File: src/rtl/tcpwct_pkg.sv
// Shared types and constants of the TCP window and congestion tracker.
// Used by the tracker and its testbench; depends on nothing else.
package tcpwct_pkg;

  localparam int SEQ_BITS_DEF   = 32;

  localparam int IN_DATA_BITS   = 96;
  localparam int OUT_DATA_BITS  = 112;
  localparam int CFG_INDEX_BITS = 2;
  localparam int CFG_DATA_BITS  = 32;

  localparam logic [31:0] WIN_MAX      = 32'hFFFF_FFFF;
  localparam logic [31:0] WIN_HALF     = 32'h8000_0000;
  localparam logic [31:0] WIN_START    = 32'd1;
  localparam logic [31:0] THRESH_RESET = 32'd65535;
  localparam logic [15:0] PEER_RESET   = 16'd65535;
  localparam logic [7:0]  FLAGS_DATA   = 8'h00;
  localparam logic [7:0]  FLAGS_ACK    = 8'h10;

  typedef enum logic [1:0] {
    REQ_SEND    = 2'd0,
    REQ_SEGMENT = 2'd1,
    REQ_TIMEOUT = 2'd2,
    REQ_OPEN    = 2'd3
  } req_type_t;

  typedef enum logic [1:0] {
    ST_OK      = 2'd0,
    ST_REFUSED = 2'd1,
    ST_ORDER   = 2'd2
  } status_t;

  localparam logic [CFG_INDEX_BITS-1:0] CFG_THRESHOLD = 2'd0;
  localparam logic [CFG_INDEX_BITS-1:0] CFG_PEER_WIN  = 2'd1;

  typedef enum logic [2:0] {
    PH_SLOW    = 3'b001,
    PH_AVOID   = 3'b010,
    PH_RECOVER = 3'b100
  } phase_t;

  // One result item; packs into m_tdata/m_tuser at the top level.
  typedef struct packed {
    logic [1:0]  status;
    logic [31:0] out_sequence;
    logic [31:0] out_acknowledge;
    logic [15:0] out_window;
    logic [7:0]  out_flags;
    logic [15:0] accepted_length;
    logic        emit_segment;
  } result_t;

endpackage

File: src/rtl/tcp_window_and_congestion_tracker.sv
// TCP window and congestion tracker: one connection, Reno-style window rules.
// Depends on tcpwct_pkg.
//
//   channel  direction  signals                         meaning
//   s_*      in         tvalid tready tdata tuser       one event (tuser = req_type)
//   m_*      out        tvalid tready tdata tuser       one result (tuser = status)
//   cfg_*    in         valid ready index data          register write
//
// Each event is handled in the cycle it is accepted: the connection state and
// the result register are updated at that edge; one event per cycle, if not stalled.
// Results pass through an output register backed by a one-entry skid register;
// s_tready drops only while both hold results that m_tready has not taken.
// Reset (synchronous) loads the registers' reset values and the connection state.
module tcp_window_and_congestion_tracker #(
  parameter int SEQ_BITS = tcpwct_pkg::SEQ_BITS_DEF
) (
  input  logic                                  clk,
  input  logic                                  rst,
  input  logic                                  s_tvalid,
  output logic                                  s_tready,
  // [15:0] send_length, [47:16] segment_number, [63:48] segment_window,
  // [79:64] segment_length, [95:80] buffer_room
  input  logic [tcpwct_pkg::IN_DATA_BITS-1:0]   s_tdata,
  // [1:0] req_type
  input  logic [1:0]                            s_tuser,
  output logic                                  m_tvalid,
  input  logic                                  m_tready,
  // [31:0] out_sequence, [63:32] out_acknowledge, [79:64] out_window,
  // [87:80] out_flags, [103:88] accepted_length, [104] emit_segment, rest zero
  output logic [tcpwct_pkg::OUT_DATA_BITS-1:0]  m_tdata,
  // [1:0] status
  output logic [1:0]                            m_tuser,
  input  logic                                  cfg_valid,
  output logic                                  cfg_ready,
  input  logic [tcpwct_pkg::CFG_INDEX_BITS-1:0] cfg_index,
  input  logic [tcpwct_pkg::CFG_DATA_BITS-1:0]  cfg_data
);
  import tcpwct_pkg::*;

  // configuration
  logic [31:0] initial_threshold;
  logic [15:0] initial_peer_window;

  // connection state
  logic [31:0]         congestion_window, congestion_window_next;
  logic [31:0]         start_threshold, start_threshold_next;
  logic [SEQ_BITS-1:0] next_send_number, next_send_number_next;
  logic [SEQ_BITS-1:0] next_expected_number, next_expected_number_next;
  logic [15:0]         peer_window, peer_window_next;
  phase_t              phase, phase_next;

  // output register and skid register
  logic    out_valid, skid_valid;
  result_t out_res, skid_res, res;

  logic        push, pop;
  req_type_t   req_type;
  logic [15:0] send_length, segment_window, segment_length, buffer_room;
  logic [31:0] segment_number;
  logic [31:0] limit, grown_window;
  logic [15:0] take;
  logic [SEQ_BITS-1:0] expected_after;

  assign cfg_ready = 1'b1;
  assign s_tready  = !skid_valid;
  assign push      = s_tvalid && s_tready;
  assign pop       = out_valid && m_tready;

  assign req_type       = req_type_t'(s_tuser);
  assign send_length    = s_tdata[15:0];
  assign segment_number = s_tdata[47:16];
  assign segment_window = s_tdata[63:48];
  assign segment_length = s_tdata[79:64];
  assign buffer_room    = s_tdata[95:80];

  assign limit = (congestion_window < 32'(peer_window)) ? congestion_window
                                                        : 32'(peer_window);
  assign take  = (segment_length < buffer_room) ? segment_length : buffer_room;
  assign expected_after = next_expected_number + SEQ_BITS'(take);

  // saturating doubling for slow start
  assign grown_window = (congestion_window >= WIN_HALF) ? WIN_MAX
                                                        : {congestion_window[30:0], 1'b0};

  always_comb begin
    congestion_window_next    = congestion_window;
    start_threshold_next      = start_threshold;
    next_send_number_next     = next_send_number;
    next_expected_number_next = next_expected_number;
    peer_window_next          = peer_window;
    phase_next                = phase;
    res                       = '0;
    res.status                = ST_OK;
    case (req_type)
      REQ_SEND: begin
        if (32'(send_length) > limit) begin
          res.status = ST_REFUSED;
        end else begin
          res.out_sequence      = 32'(next_send_number);
          res.out_acknowledge   = 32'(next_expected_number);
          res.out_window        = peer_window;
          res.out_flags         = FLAGS_DATA;
          res.accepted_length   = send_length;
          res.emit_segment      = 1'b1;
          next_send_number_next = next_send_number + SEQ_BITS'(send_length);
        end
      end
      REQ_SEGMENT: begin
        if (SEQ_BITS'(segment_number) != next_expected_number) begin
          res.status = ST_ORDER;
        end else begin
          peer_window_next          = segment_window;
          next_expected_number_next = expected_after;
          res.out_sequence          = 32'(next_send_number);
          res.out_acknowledge       = 32'(expected_after);
          res.out_window            = segment_window;
          res.out_flags             = FLAGS_ACK;
          res.accepted_length       = take;
          res.emit_segment          = 1'b1;
          case (phase)
            PH_SLOW: begin
              congestion_window_next = grown_window;
              if (grown_window >= start_threshold) begin
                phase_next = PH_AVOID;
              end
            end
            PH_RECOVER: begin
              congestion_window_next = start_threshold;
              phase_next             = PH_AVOID;
            end
            default: begin
              if (congestion_window != WIN_MAX) begin
                congestion_window_next = congestion_window + 32'd1;
              end
            end
          endcase
        end
      end
      REQ_TIMEOUT: begin
        start_threshold_next   = {1'b0, congestion_window[31:1]};
        congestion_window_next = WIN_START;
        phase_next             = PH_SLOW;
      end
      default: begin
        // open: reload from the current configuration
        congestion_window_next    = WIN_START;
        start_threshold_next      = initial_threshold;
        next_send_number_next     = '0;
        next_expected_number_next = '0;
        peer_window_next          = initial_peer_window;
        phase_next                = PH_SLOW;
      end
    endcase
  end

  always_ff @(posedge clk) begin
    if (rst) begin
      initial_threshold   <= THRESH_RESET;
      initial_peer_window <= PEER_RESET;
    end else if (cfg_valid && cfg_ready) begin
      case (cfg_index)
        CFG_THRESHOLD: initial_threshold   <= cfg_data;
        CFG_PEER_WIN:  initial_peer_window <= cfg_data[15:0];
        default: ;
      endcase
    end
  end

  always_ff @(posedge clk) begin
    if (rst) begin
      congestion_window    <= WIN_START;
      start_threshold      <= THRESH_RESET;
      next_send_number     <= '0;
      next_expected_number <= '0;
      peer_window          <= PEER_RESET;
      phase                <= PH_SLOW;
    end else if (push) begin
      congestion_window    <= congestion_window_next;
      start_threshold      <= start_threshold_next;
      next_send_number     <= next_send_number_next;
      next_expected_number <= next_expected_number_next;
      peer_window          <= peer_window_next;
      phase                <= phase_next;
    end
  end

  // result buffering: the skid entry fills only while the output register is stalled
  always_ff @(posedge clk) begin
    if (rst) begin
      out_valid  <= 1'b0;
      skid_valid <= 1'b0;
    end else if (pop) begin
      if (skid_valid) begin
        out_valid  <= 1'b1;
        skid_valid <= 1'b0;
      end else begin
        out_valid <= push;
      end
    end else if (push) begin
      if (out_valid) begin
        skid_valid <= 1'b1;
      end else begin
        out_valid <= 1'b1;
      end
    end
  end

  always_ff @(posedge clk) begin
    if (pop && skid_valid) begin
      out_res <= skid_res;
    end else if (push && (pop || !out_valid)) begin
      out_res <= res;
    end
    if (push && out_valid && !pop) begin
      skid_res <= res;
    end
  end

  assign m_tvalid = out_valid;
  assign m_tuser  = out_res.status;
  assign m_tdata  = {7'd0, out_res.emit_segment, out_res.accepted_length,
                     out_res.out_flags, out_res.out_window,
                     out_res.out_acknowledge, out_res.out_sequence};

endmodule

File: config.mk
export PLATFORM = sky130hd
export DESIGN_NAME = tcp_window_and_congestion_tracker
export DESIGN_NICKNAME = d
export VERILOG_FILES = /design/src/rtl/tcpwct_pkg.sv /design/src/rtl/tcp_window_and_congestion_tracker.sv
export SDC_FILE = /design/constraint.sdc
export NUM_CORES = 1
export LEC_CHECK = 0
export ABC_AREA = 1
export BUFFER_PORTS_ARGS = -buffer_cell sky130_fd_sc_hd__buf_2
export CAP_MARGIN = 20
export CORE_MARGIN = 2
export CORE_UTILIZATION = 40
export DETAILED_ROUTE_END_ITERATION = 8
export PLACE_DENSITY_LB_ADDON = 0.1
export SYNTH_ARGS = -nofsm -noshare
export SYNTH_HDL_FRONTEND = slang
export SYNTH_SLANG_ARGS = --single-unit
File: constraint.sdc
create_clock -name clk -period 7.5 [get_ports clk]
set_input_delay 0.375 -clock clk [delete_from_list [all_inputs] [get_ports clk]]
set_output_delay 0.375 -clock clk [all_outputs]
set_load 0.02 [all_outputs]
==> impl_metrics.csv, run 1 <==
group,metric,value,unit
final_layout,finish.instance_area,0.0267,sq mm
run_status,status,"complete, no violations",
floorplanning,core_area,0.0577,sq mm
min_path,min_to,"initial_threshold[22]$_SDFFE_PP0P_",
grt,grt_overflow,0,
final_layout,fin_nets,3584,
detailed_routing,vias_per_cell,5.17,
min_path,hold_class,"input pin to flip-flop",
grt,gr-usage-all-layers,0.252,
cts,clkLatencyLatePin,0.60,ns
cts,cts-resized-gates,0,
setup_path,cp.arrival,5.61,ns
cts,postCtsSetupBuffers,0,
setup_path,crit_family,"simple AND/OR/NAND/NOR gates",
setup_path,worstReg2RegEnd,"next_send_number[4]$_SDFFE_PP0P_",
synthesis,avgSynthCellArea,7.45,sq um
power,p_leak,0.0119,uW
cts,cts_sinks,396,
setup_path,cp_slowest_cell,"nand3_1",
grt,grt_max_degree,104,
synthesis,yosysSeqAreaShare,0.425,
cts,cts_tree,"yes",
place,placed_area,0.0251,sq mm
timing,finalWorstSetupSlack,2.37,ns
floorplanning,rows,88,
final_layout,stdcell_count,4132,
synthesis,synth_area,0.0234,sq mm
setup_path,r2r_slack,2.37,ns
floorplanning,io_pins,254,
setup_path,path_cells,"nor2_1, nand3_1, nor4_1, nand3_1, o21ai_0, ha_1, a21oi_1, o21a_1, nand2_1, nand2_1, nand2_1, nand3_1, nand2_1, buf_4, inv_1, o21ai_0, nand2_1, nor2_1",
synthesis,synth_seq_cells,396,
cts,clk_path_buf_depth,3,
setup_path,worstSetupStartpointType,"flip-flop",
cts,cts_buffers,45,
timing,setup_tns,0,ns
detailed_routing,wl_per_cell,18.6,um
final_layout,layout-drive-gt1-share,0.125,
detailed_routing,drt_iter0_drc,1568,
timing,finClkSkew,0.0162,ns
setup_path,r2r_start,"congestion_window[31]$_SDFFE_PP0P_",
synthesis,ys_types,49,
place,dp_slack,2.41,ns
setup_path,worstPathRequired,7.98,ns
cts,cts_max_level,2,
final_layout,areaGrowthSynthToFinish,14.2,%
setup_path,cpPeakStageDelay,0.78,ns
timing,whs,0.0266,ns
synthesis,postSynth.asyncResetShare,0,
synthesis,synth_flop_cell,"edfxtp_1",
power,comb_power_share,0.175,
power,p_per_area,208,mW/mm^2
timing,hold_viol,0,
min_path,hp-start,"cfg_data[22]",
timing,rsz0062_at_grt,"no",
setup_path,rr_worst_depth,18,
synthesis,synth_top_cell_by_area,"edfxtp_1",
power,switchingPower,1680,uW
detailed_routing,wl,76800,um
power,pwr-share-seq,0.443,
detailed_routing,firstDrtPassIters,6,
synthesis,synth_commonest_cells,"1075 x nand2_1, 283 x inv_1, 236 x nor2_1",
timing,slew_violations,0,
setup_path,end_kind,"flip-flop",
synthesis,synth_top_area_share,0.257,
detailed_routing,drc_errors,0,
min_path,min_path_cells,3,
floorplanning,die_y,246,um
detailed_routing,via_count,21400,
grt,grt_first_pass_wirelength,118000,um
place,dp_hpwl,57100,um
setup_path,critPathMaxFanout,32,
synthesis,synth-edff-count,200,
setup_path,crit_path_frequent_cell,"nand2_1",
final_layout,multi_input_area,0.0117,sq mm
grt,antenna_found_initial,0,
place,gp_congestion,0.950,
synthesis,synth.area.top_cells,"edfxtp_1 26%, nand2_1 17%, dfxtp_1 17%",
final_layout,fill_cells,5879,
timing,slew-limit-headroom,0.252,
floorplanning,die_area,0.0604,sq mm
cts,cts-root-buf,"clkbuf_16",
cts,cts-hold-fix-buffers,18,
place,numPortBuffers,238,
setup_path,cp.buffers_inverters,2,
power,power.internal,3880,uW
final_layout,area.sequential,0.00993,sq mm
detailed_routing,ant_nets,0,
power,clockPowerShare,0.382,
timing,tightest_slew,1.12,ns
setup_path,crit_type,"flip-flop to flip-flop",
floorplanning,dieWidth,246,um
timing,post-route-min-period,5.13,ns
timing,min_period_over_period,0.684,
power,peakVddDrop,171,uV
synthesis,synthCells,3136,
place,dp.cells,4028,
timing,finalSetupViolCount,0,
power,switching_share,0.302,
run,drv_cap,0,
cts,clkTransAtPathRegs,0.06,ns
timing,fmax,0.195,GHz
grt,grt_pass1_vias,20500,
floorplanning,start_util,0.405,
synthesis,yosysMostFrequentCell,"nand2_1",
synthesis,ys_warn_count,0,
worst register-to-register path: stages, from the launching register on:
cell     delay, ns
dfxtp_1       0.38
nor2_1        0.24
nand3_1       0.13
nor4_1        0.58
nand3_1       0.78
o21ai_0       0.48
ha_1          0.31
a21oi_1       0.16
o21a_1        0.14
nand2_1       0.05
nand2_1       0.05
nand2_1       0.06
nand3_1       0.35
nand2_1       0.09
buf_4         0.28
inv_1         0.61
o21ai_0       0.20
nand2_1       0.10
nor2_1        0.05
stage by stage:
step           utilization  total power, uW
2_1_floorplan            -             3150
3_3_place_gp         0.435             3450
3_5_place_dp         0.435             3470
4_1_cts              0.462             5610
5_1_grt              0.463             5810
6_report             0.463             5560
flip-flops by register name, summed over array words and instances (netlist names):
name,count
skid_res,100
m_tdata,98
congestion_window,32
initial_threshold,32
next_expected_number,32
next_send_number,32
start_threshold,32
initial_peer_window,16
peer_window,16
m_tuser,2
phase,2
m_tvalid,1
skid_valid,1
power by group through the flow:
stage                     clock (uW)  sequential [uW]  combinational (uW)
final                           2120             2460                 975
after global routing            2250             2470                1090
after CTS                       2180             2460                 974
after detailed placement           0             2510                 962
after global placement             0             2500                 949
after floorplan                    0             2550                 602
cell families (layout without fill, tap and decap cells):
group,after synthesis,in the layout,share of synthesized area
AO/OA/AOI/OAI,485,485,0.117
AND/OR/NAND/NOR,1643,1643,0.299
flip-flops,396,396,0.425
other,2,16,0.000321
adder cells (fa/ha/maj),117,117,0.0633
buffers and inverters,447,664,0.0787
XOR/XNOR,46,46,0.0172
layer usage:
layer | part of all wire | global-route usage
met2 | 0.45 | 0.399
met1 | 0.45 | 0.337
met3 | 0.072 | 0.0529
met5 | 0 | 0
met4 | 0.037 | 0.0941
worst max-delay path by stage:
stage,from,endpoint,slack [ns],cells after the start
2_1_floorplan,skid_valid$_SDFFE_PP0P_,m_tdata[0]$_DFFE_PP_,1.85,3
3_3_place_gp,congestion_window[31]$_SDFFE_PP0P_,next_send_number[16]$_SDFFE_PP0P_,2.52,20
3_5_place_dp,congestion_window[31]$_SDFFE_PP0P_,next_send_number[4]$_SDFFE_PP0P_,2.41,18
4_1_cts,congestion_window[31]$_SDFFE_PP0P_,next_send_number[4]$_SDFFE_PP0P_,2.37,18
5_1_grt,congestion_window[31]$_SDFFE_PP0P_,next_send_number[16]$_SDFFE_PP0P_,1.76,20
6_report,congestion_window[31]$_SDFFE_PP0P_,next_send_number[4]$_SDFFE_PP0P_,2.37,18
cell type report:
type,instances,area share
Clock buffer,63,0.0462
Clock inverter,20,0.00591
Antenna cell,1,0.0000937
Timing Repair Buffer,284,0.0600
Tap cell,765,0.0359
Sequential cell,396,0.372
Multi-Input combinational cell,2306,0.438
Inverter,297,0.0419
cells in the final DEF, fill, tap and decap left out, types with 114 or more instances in the layout:
cell type / Yosys / routed
nand2_1: 1075 / 1075
o21ai_0: 170 / 169
nand3_1: 152 / 152
a21oi_1: 177 / 177
dfxtp_1: 196 / 196
inv_1: 283 / 283
nor2_1: 236 / 232
buf_2: 30 / 238
edfxtp_1: 200 / 200
ha_1: 115 / 114
(Power assumes the default switching activity.)
==> inputs of run 2 (changes only) <==
ABC_AREA = 0   (was 1)
clock period = 4.13 ns   (was 7.5 ns; I/O delays follow)
==> impl_metrics.csv, run 2 <==
group,metric,value,unit
run_status,status,"finished with violations",
run_status,violations,"setup timing",
detailed_routing,via_count,19800,
timing,post-route-min-period,4.31,ns
final_layout,regMostFlops,"skid_res",
timing,fmax,0.232,GHz
cts,clkLatencyLatePin,0.60,ns
final_layout,areaGrowthSynthToFinish,32.2,%
timing,whs,0.0318,ns
min_path,hp-start,"s_tdata[49]",
setup_path,worstSetupStartpointType,"flip-flop",
floorplanning,core_area,0.0551,sq mm
final_layout,largest_reg_flops,100,
synthesis,synth_top_cell_by_area,"edfxtp_1",
setup_path,path_cells,"inv_4, ha_4, nand3_4, buf_6, o211ai_1, a211oi_4, o21ai_4, buf_6, buf_12, mux2i_2, ha_1, nand4_1, nor4_2, a21boi_2, o31a_1, nor2_4, nor2_4, inv_4, clkbuf_16, and2_4, mux2_4",
synthesis,yosysMostFrequentCell,"nand2_1",
min_path,min_to,"peer_window[1]$_SDFFE_PP1P_",
synthesis,synthCells,2335,
grt,antenna_found_initial,2,
synthesis,yosysSeqAreaShare,0.445,
setup_path,crit_type,"flip-flop to flip-flop",
setup_path,r2r_slack,-0.18,ns
synthesis,ys_warn_count,0,
cts,cts_buffers,47,
synthesis,avgSynthCellArea,9.55,sq um
floorplanning,die_area,0.0576,sq mm
floorplanning,io_pins,254,
setup_path,rr_worst_depth,21,
final_layout,fill_cells,5149,
synthesis,synth_seq_cells,396,
detailed_routing,drt_iter0_drc,1417,
timing,hold_viol,0,
cts,cts-root-buf,"clkbuf_16",
detailed_routing,wl_per_cell,20.8,um
timing,tightest_slew,1.01,ns
setup_path,critPathMaxFanout,8,
setup_path,worstReg2RegEnd,"m_tdata[2]$_DFFE_PP_",
floorplanning,rows,86,
setup_path,cp.arrival,4.63,ns
detailed_routing,vias_per_cell,5.53,
setup_path,cpPeakStageDelay,0.35,ns
grt,grt_overflow,0,
place,numPortBuffers,238,
place,gp_congestion,0.893,
synthesis,synth_area,0.0223,sq mm
timing,rsz0062_at_grt,"yes",
run,drv_cap,0,
place,dp_hpwl,51700,um
timing,finalWorstSetupSlack,-0.182,ns
detailed_routing,drc_errors,0,
synthesis,postSynth.asyncResetShare,0,
cts,cts_max_level,2,
timing,setup_tns,-10.68,ns
min_path,hold_class,"input pin to flip-flop",
final_layout,final_cell_mix,"245 x buf_4, 241 x nand2_1, 237 x buf_2",
grt,grt_max_degree,154,
setup_path,worstPathRequired,4.45,ns
cts,cts_tree,"yes",
setup_path,end_kind,"flip-flop",
final_layout,stdcell_count,3585,
min_path,min_path_cells,4,
setup_path,cp_slowest_cell,"dfxtp_2",
setup_path,cp.buffers_inverters,6,
detailed_routing,ant_nets,0,
place,dp.cells,3401,
detailed_routing,firstDrtPassIters,5,
final_layout,layout-drive-gt1-share,0.312,
timing,finClkSkew,0.0194,ns
synthesis,synth_top_area_share,0.269,
cts,clkTransAtPathRegs,0.06,ns
synthesis,synth-edff-count,200,
setup_path,crit_family,"compound AO/OA/AOI/OAI gates",
detailed_routing,wl,74600,um
timing,finalSetupViolCount,126,
final_layout,fin_nets,3052,
timing,slew_violations,0,
synthesis,synth_flop_cell,"edfxtp_1",
grt,grt_first_pass_wirelength,111000,um
final_layout,final_common_cell,"buf_4",
grt,grt_pass1_vias,19100,
floorplanning,dieWidth,240,um
synthesis,synth_commonest_cells,"254 x nand2_1, 200 x edfxtp_1, 196 x dfxtp_1",
setup_path,r2r_start,"peer_window[15]$_SDFFE_PP1P_",
cts,clk_path_buf_depth,3,
floorplanning,die_y,240,um
power,p_leak,0.0125,uW
cts,cts_sinks,396,
synthesis,ys_types,84,
grt,gr-usage-all-layers,0.249,
floorplanning,start_util,0.405,
timing,min_period_over_period,1.04,
synthesis,synth.area.top_cells,"edfxtp_1 27%, dfxtp_1 18%, ha_1 6.5%",
power,p_per_area,371,mW/mm^2
power,peakVddDrop,286,uV
timing,slew-limit-headroom,0.327,
run 2: changes by cell type in the layout (fill, tap and decap cells not counted), sizes merged, moves of 74 or more:
cell   before  now
mux2i       0   90
o21ai     173   95
buf       266  525
nand2    1089  254
inv       295  115
nor2      270  129
mux2        0   74
run 2: worst max path at each step:
stage / startpoint / end / slack [ns] / cells after the start
2_1_floorplan: s_tdata[86] / m_tdata[48]$_DFFE_PP_ / -0.16 / 21
3_3_place_gp: s_tdata[86] / m_tdata[56]$_DFFE_PP_ / -0.48 / 19
3_5_place_dp: s_tdata[86] / m_tdata[56]$_DFFE_PP_ / -0.60 / 19
4_1_cts: peer_window[1]$_SDFFE_PP1P_ / next_send_number[25]$_SDFFE_PP0P_ / -0.10 / 21
5_1_grt: peer_window[15]$_SDFFE_PP1P_ / m_tdata[60]$_DFFE_PP_ / -0.35 / 20
6_report: peer_window[15]$_SDFFE_PP1P_ / m_tdata[2]$_DFFE_PP_ / -0.18 / 21
run 2: timing repair:
action | in CTS | in global routing
gates cloned | 2 | 7
setup endpoints to repair | 222 | 230
setup buffers | 15 | 25
hold buffers | 48 | 0
pin swaps | 54 | 27
gates resized for setup | 93 | 203
hold endpoints to repair | 68 | 0
run 2: metrics by stage:
step / util / setup slack, ns / power [uW] / instance area (sq um)
4_1_cts: 0.514 / -0.104 / 10800 / 28300
5_1_grt: 0.535 / -0.347 / 11400 / 29500
3_5_place_dp: 0.468 / -0.603 / 6380 / 25800
2_1_floorplan: - / -0.156 / 5590 / 22500
3_3_place_gp: 0.468 / -0.481 / 6350 / 25800
6_report: 0.535 / -0.182 / 10900 / 29500
run 2: worst reg2reg max path: cells and delay by family (launching register included):
| kind | cells | cell delay, ns |
|---|---|---|
| AOI/OAI and AO/OA | 5 | 1.04 |
| and+or+nand+nor | 6 | 0.94 |
| buffers and inverters | 6 | 0.72 |
| adders and majority gates | 2 | 0.49 |
| muxes | 2 | 0.49 |
| DFF | 1 | 0.35 |
run 2: logic make-up after synthesis:
| logic type | after synthesis | synth area share |
|---|---|---|
| simple gates | 795 | 0.181 |
| other cells | 2 | 0.000337 |
| flops | 396 | 0.445 |
| buf+inv | 287 | 0.0525 |
| compound gates | 520 | 0.156 |
| xor+xnor | 54 | 0.0212 |
| fa+ha+maj | 117 | 0.0663 |
| mux | 164 | 0.0780 |
run 2: metal layers:
layer  wire, um  GRT usage  share of wire  up-vias
li1           -          -              -     9472
met1      33300      0.341           0.45     9638
met2      35000      0.412           0.47      591
met3       4170     0.0301          0.056      123
met4       2200     0.0751          0.030        2
met5         19          0        0.00025        -
run 2: layout make-up:
type,instances,area (sq um),share of cell area
diodes,1,2.50,0.0000849
clock buffers,67,1330,0.0452
clock inverters,20,229,0.00777
inverters,111,434,0.0147
multi-input cells,1665,12400,0.420
flip-flops and latches,396,9940,0.337
well taps,748,936,0.0318
repair buffers,577,4220,0.143
run 2: where the power goes:
part / internal, uW / switching [uW]
combinational: 997 / 1250
clock: 2510 / 1740
sequential: 4330 / 94.7
==> inputs of run 3 (changes only) <==
CELL_PAD_IN_SITES_DETAIL_PLACEMENT = 0   (was not set)
CELL_PAD_IN_SITES_GLOBAL_PLACEMENT = 1   (was not set)
==> impl_metrics.csv, run 3 (synthesis gave the netlist of run 2 again) <==
group,metric,value,unit
setup_path,critPathMaxFanout,8,
place,gp_congestion,0.873,
detailed_routing,firstDrtPassIters,5,
timing,setup_tns,-1.02,ns
detailed_routing,ant_nets,0,
final_layout,fin_nets,3011,
detailed_routing,drt_iter0_drc,1242,
power,p_leak,0.0123,uW
detailed_routing,wl_per_cell,20.8,um
cts,cts_tree,"yes",
floorplanning,die_area,0.0576,sq mm
detailed_routing,via_count,19600,
floorplanning,core_area,0.0551,sq mm
final_layout,areaGrowthSynthToFinish,30.6,%
timing,fmax,0.237,GHz
timing,slew_violations,0,
run_status,status,"finished with violations",
final_layout,final_cell_mix,"236 x buf_2, 234 x nand2_1, 220 x buf_4",
final_layout,layout-drive-gt1-share,0.310,
final_layout,fill_cells,5116,
cts,cts-root-buf,"clkbuf_16",
timing,finalWorstSetupSlack,-0.0877,ns
cts,clkLatencyLatePin,0.60,ns
run,drv_cap,0,
timing,finalSetupViolCount,48,
grt,grt_pass1_vias,19100,
grt,antenna_found_initial,0,
final_layout,final_common_cell,"buf_2",
detailed_routing,drc_errors,0,
setup_path,end_kind,"flip-flop",
floorplanning,dieWidth,240,um
final_layout,regMostFlops,"skid_res",
min_path,hold_class,"input pin to flip-flop",
detailed_routing,wl,73600,um
final_layout,final_util,0.529,
floorplanning,die_y,240,um
setup_path,worstPathRequired,4.64,ns
grt,grt_overflow,0,
min_path,hp-start,"s_tdata[52]",
setup_path,r2r_start,"peer_window[1]$_SDFFE_PP1P_",
final_layout,largest_reg_flops,100,
place,dp_hpwl,51800,um
grt,grt_first_pass_wirelength,111000,um
setup_path,cp.arrival,4.73,ns
grt,gr-usage-all-layers,0.248,
timing,post-route-min-period,4.22,ns
cts,clk_path_buf_depth,3,
grt,grt_max_degree,81,
cts,cts_sinks,396,
cts,cts_buffers,46,
timing,finClkSkew,0.0259,ns
timing,tightest_slew,1.03,ns
timing,slew-limit-headroom,0.308,
final_layout,area.sequential,0.00993,sq mm
setup_path,worstSetupStartpointType,"flip-flop",
setup_path,crit_start,"peer_window[1]$_SDFFE_PP1P_",
place,numPortBuffers,238,
timing,rsz0062_at_grt,"yes",
timing,hold_viol,0,
cts,clkTransAtPathRegs,0.06,ns
run_status,violations,"setup timing",
timing,min_period_over_period,1.02,
floorplanning,start_util,0.405,
detailed_routing,vias_per_cell,5.52,
floorplanning,rows,86,
power,p_per_area,368,mW/mm^2
cts,cts_max_level,2,
final_layout,multi_input_area,0.0124,sq mm
floorplanning,io_pins,254,
power,peakVddDrop,316,uV
setup_path,crit_type,"flip-flop to flip-flop",
## run 3: cell types whose count changed in the layout (fill, tap and decap cells not counted), sizes merged
cell,delta
buf,-32
dlygate4sd3,-10
clkinv,+4
inv,-4
## run 3: final cells by class
| class | count | share of cell area |
|---|---|---|
| flip-flops and latches | 396 | 0.341 |
| repair buffers | 537 | 0.135 |
| multi-input cells | 1665 | 0.426 |
| well taps | 748 | 0.0321 |
| inverters | 111 | 0.0148 |
| clock inverters | 20 | 0.00782 |
| diodes | 1 | 0.0000859 |
| clock buffers | 65 | 0.0434 |
## run 3: path summary, 6_finish.rpt
path / endpoint / slack [ns] / cells after the start
max: next_send_number[25]$_SDFFE_PP0P_ / -0.09 / 22
min: peer_window[4]$_SDFFE_PP1P_ / 0.02 / 4
max reg2reg: next_send_number[25]$_SDFFE_PP0P_ / -0.09 / 22
min reg2reg: initial_threshold[23]$_SDFFE_PP0P_ / 0.45 / 2
## run 3: per-layer routing
| layer | track usage | wire length, um | vias to the layer above |
|---|---|---|---|
| met5 | 0 | 0 | - |
| met4 | 0.0568 | 1410 | 0 |
| met3 | 0.0268 | 3480 | 87 |
| met2 | 0.416 | 35100 | 495 |
| met1 | 0.343 | 33700 | 9571 |
| li1 | - | - | 9399 |
## run 3: where the power goes
part | leakage [uW] | switching, uW | total [uW] | internal, uW
Sequential | 0.00353 | 95.8 | 4430 | 4330
Clock | 0.000728 | 1710 | 4100 | 2390
Combinational | 0.00807 | 1230 | 2170 | 949
Total | 0.0123 | 3030 | 10700 | 7670
## run 3: critical path: stages (launching register included)
cell and delay (ns):
dfxtp_2 0.33, inv_2 0.05, ha_4 0.25, a21o_1 0.10, a21o_1 0.12, a21oi_2 0.06, o211a_1 0.27, o21ai_4 0.21
buf_6 0.13, buf_6 0.11, mux2i_2 0.28, ha_1 0.29, nand2_1 0.15, nor4_4 0.07, a21boi_2 0.16, buf_4 0.13
buf_4 0.13, o311ai_4 0.25, buf_6 0.17, nand3_4 0.09, buf_6 0.18, or4_4 0.48, a21oi_2 0.14
## run 3: timing repair
item | 4_1_cts | 5_1_grt
resized for setup | 104 | 180
endpoints found under the setup margin | 168 | 231
setup buffers | 12 | 4
hold buffers | 38 | 0
gates cloned | 3 | 7
pin swaps | 61 | 66
hold endpoints to repair | 55 | 0
## run 3: metrics by stage
stage / hold WS [ns] / std cells / setup WS, ns / instance area [sq um] / power, uW
floorplan: 0.307 / 2348 / -0.156 / 22500 / 5590
global placement: 0.433 / 3393 / -0.538 / 25800 / 6350
detailed placement: 0.438 / 3393 / -0.524 / 25800 / 6390
CTS: 0.00305 / 3531 / -0.0590 / 28200 / 10700
global route: 0.0101 / 3542 / -0.232 / 29100 / 11200
finish: 0.0206 / 3543 / -0.0877 / 29100 / 10700
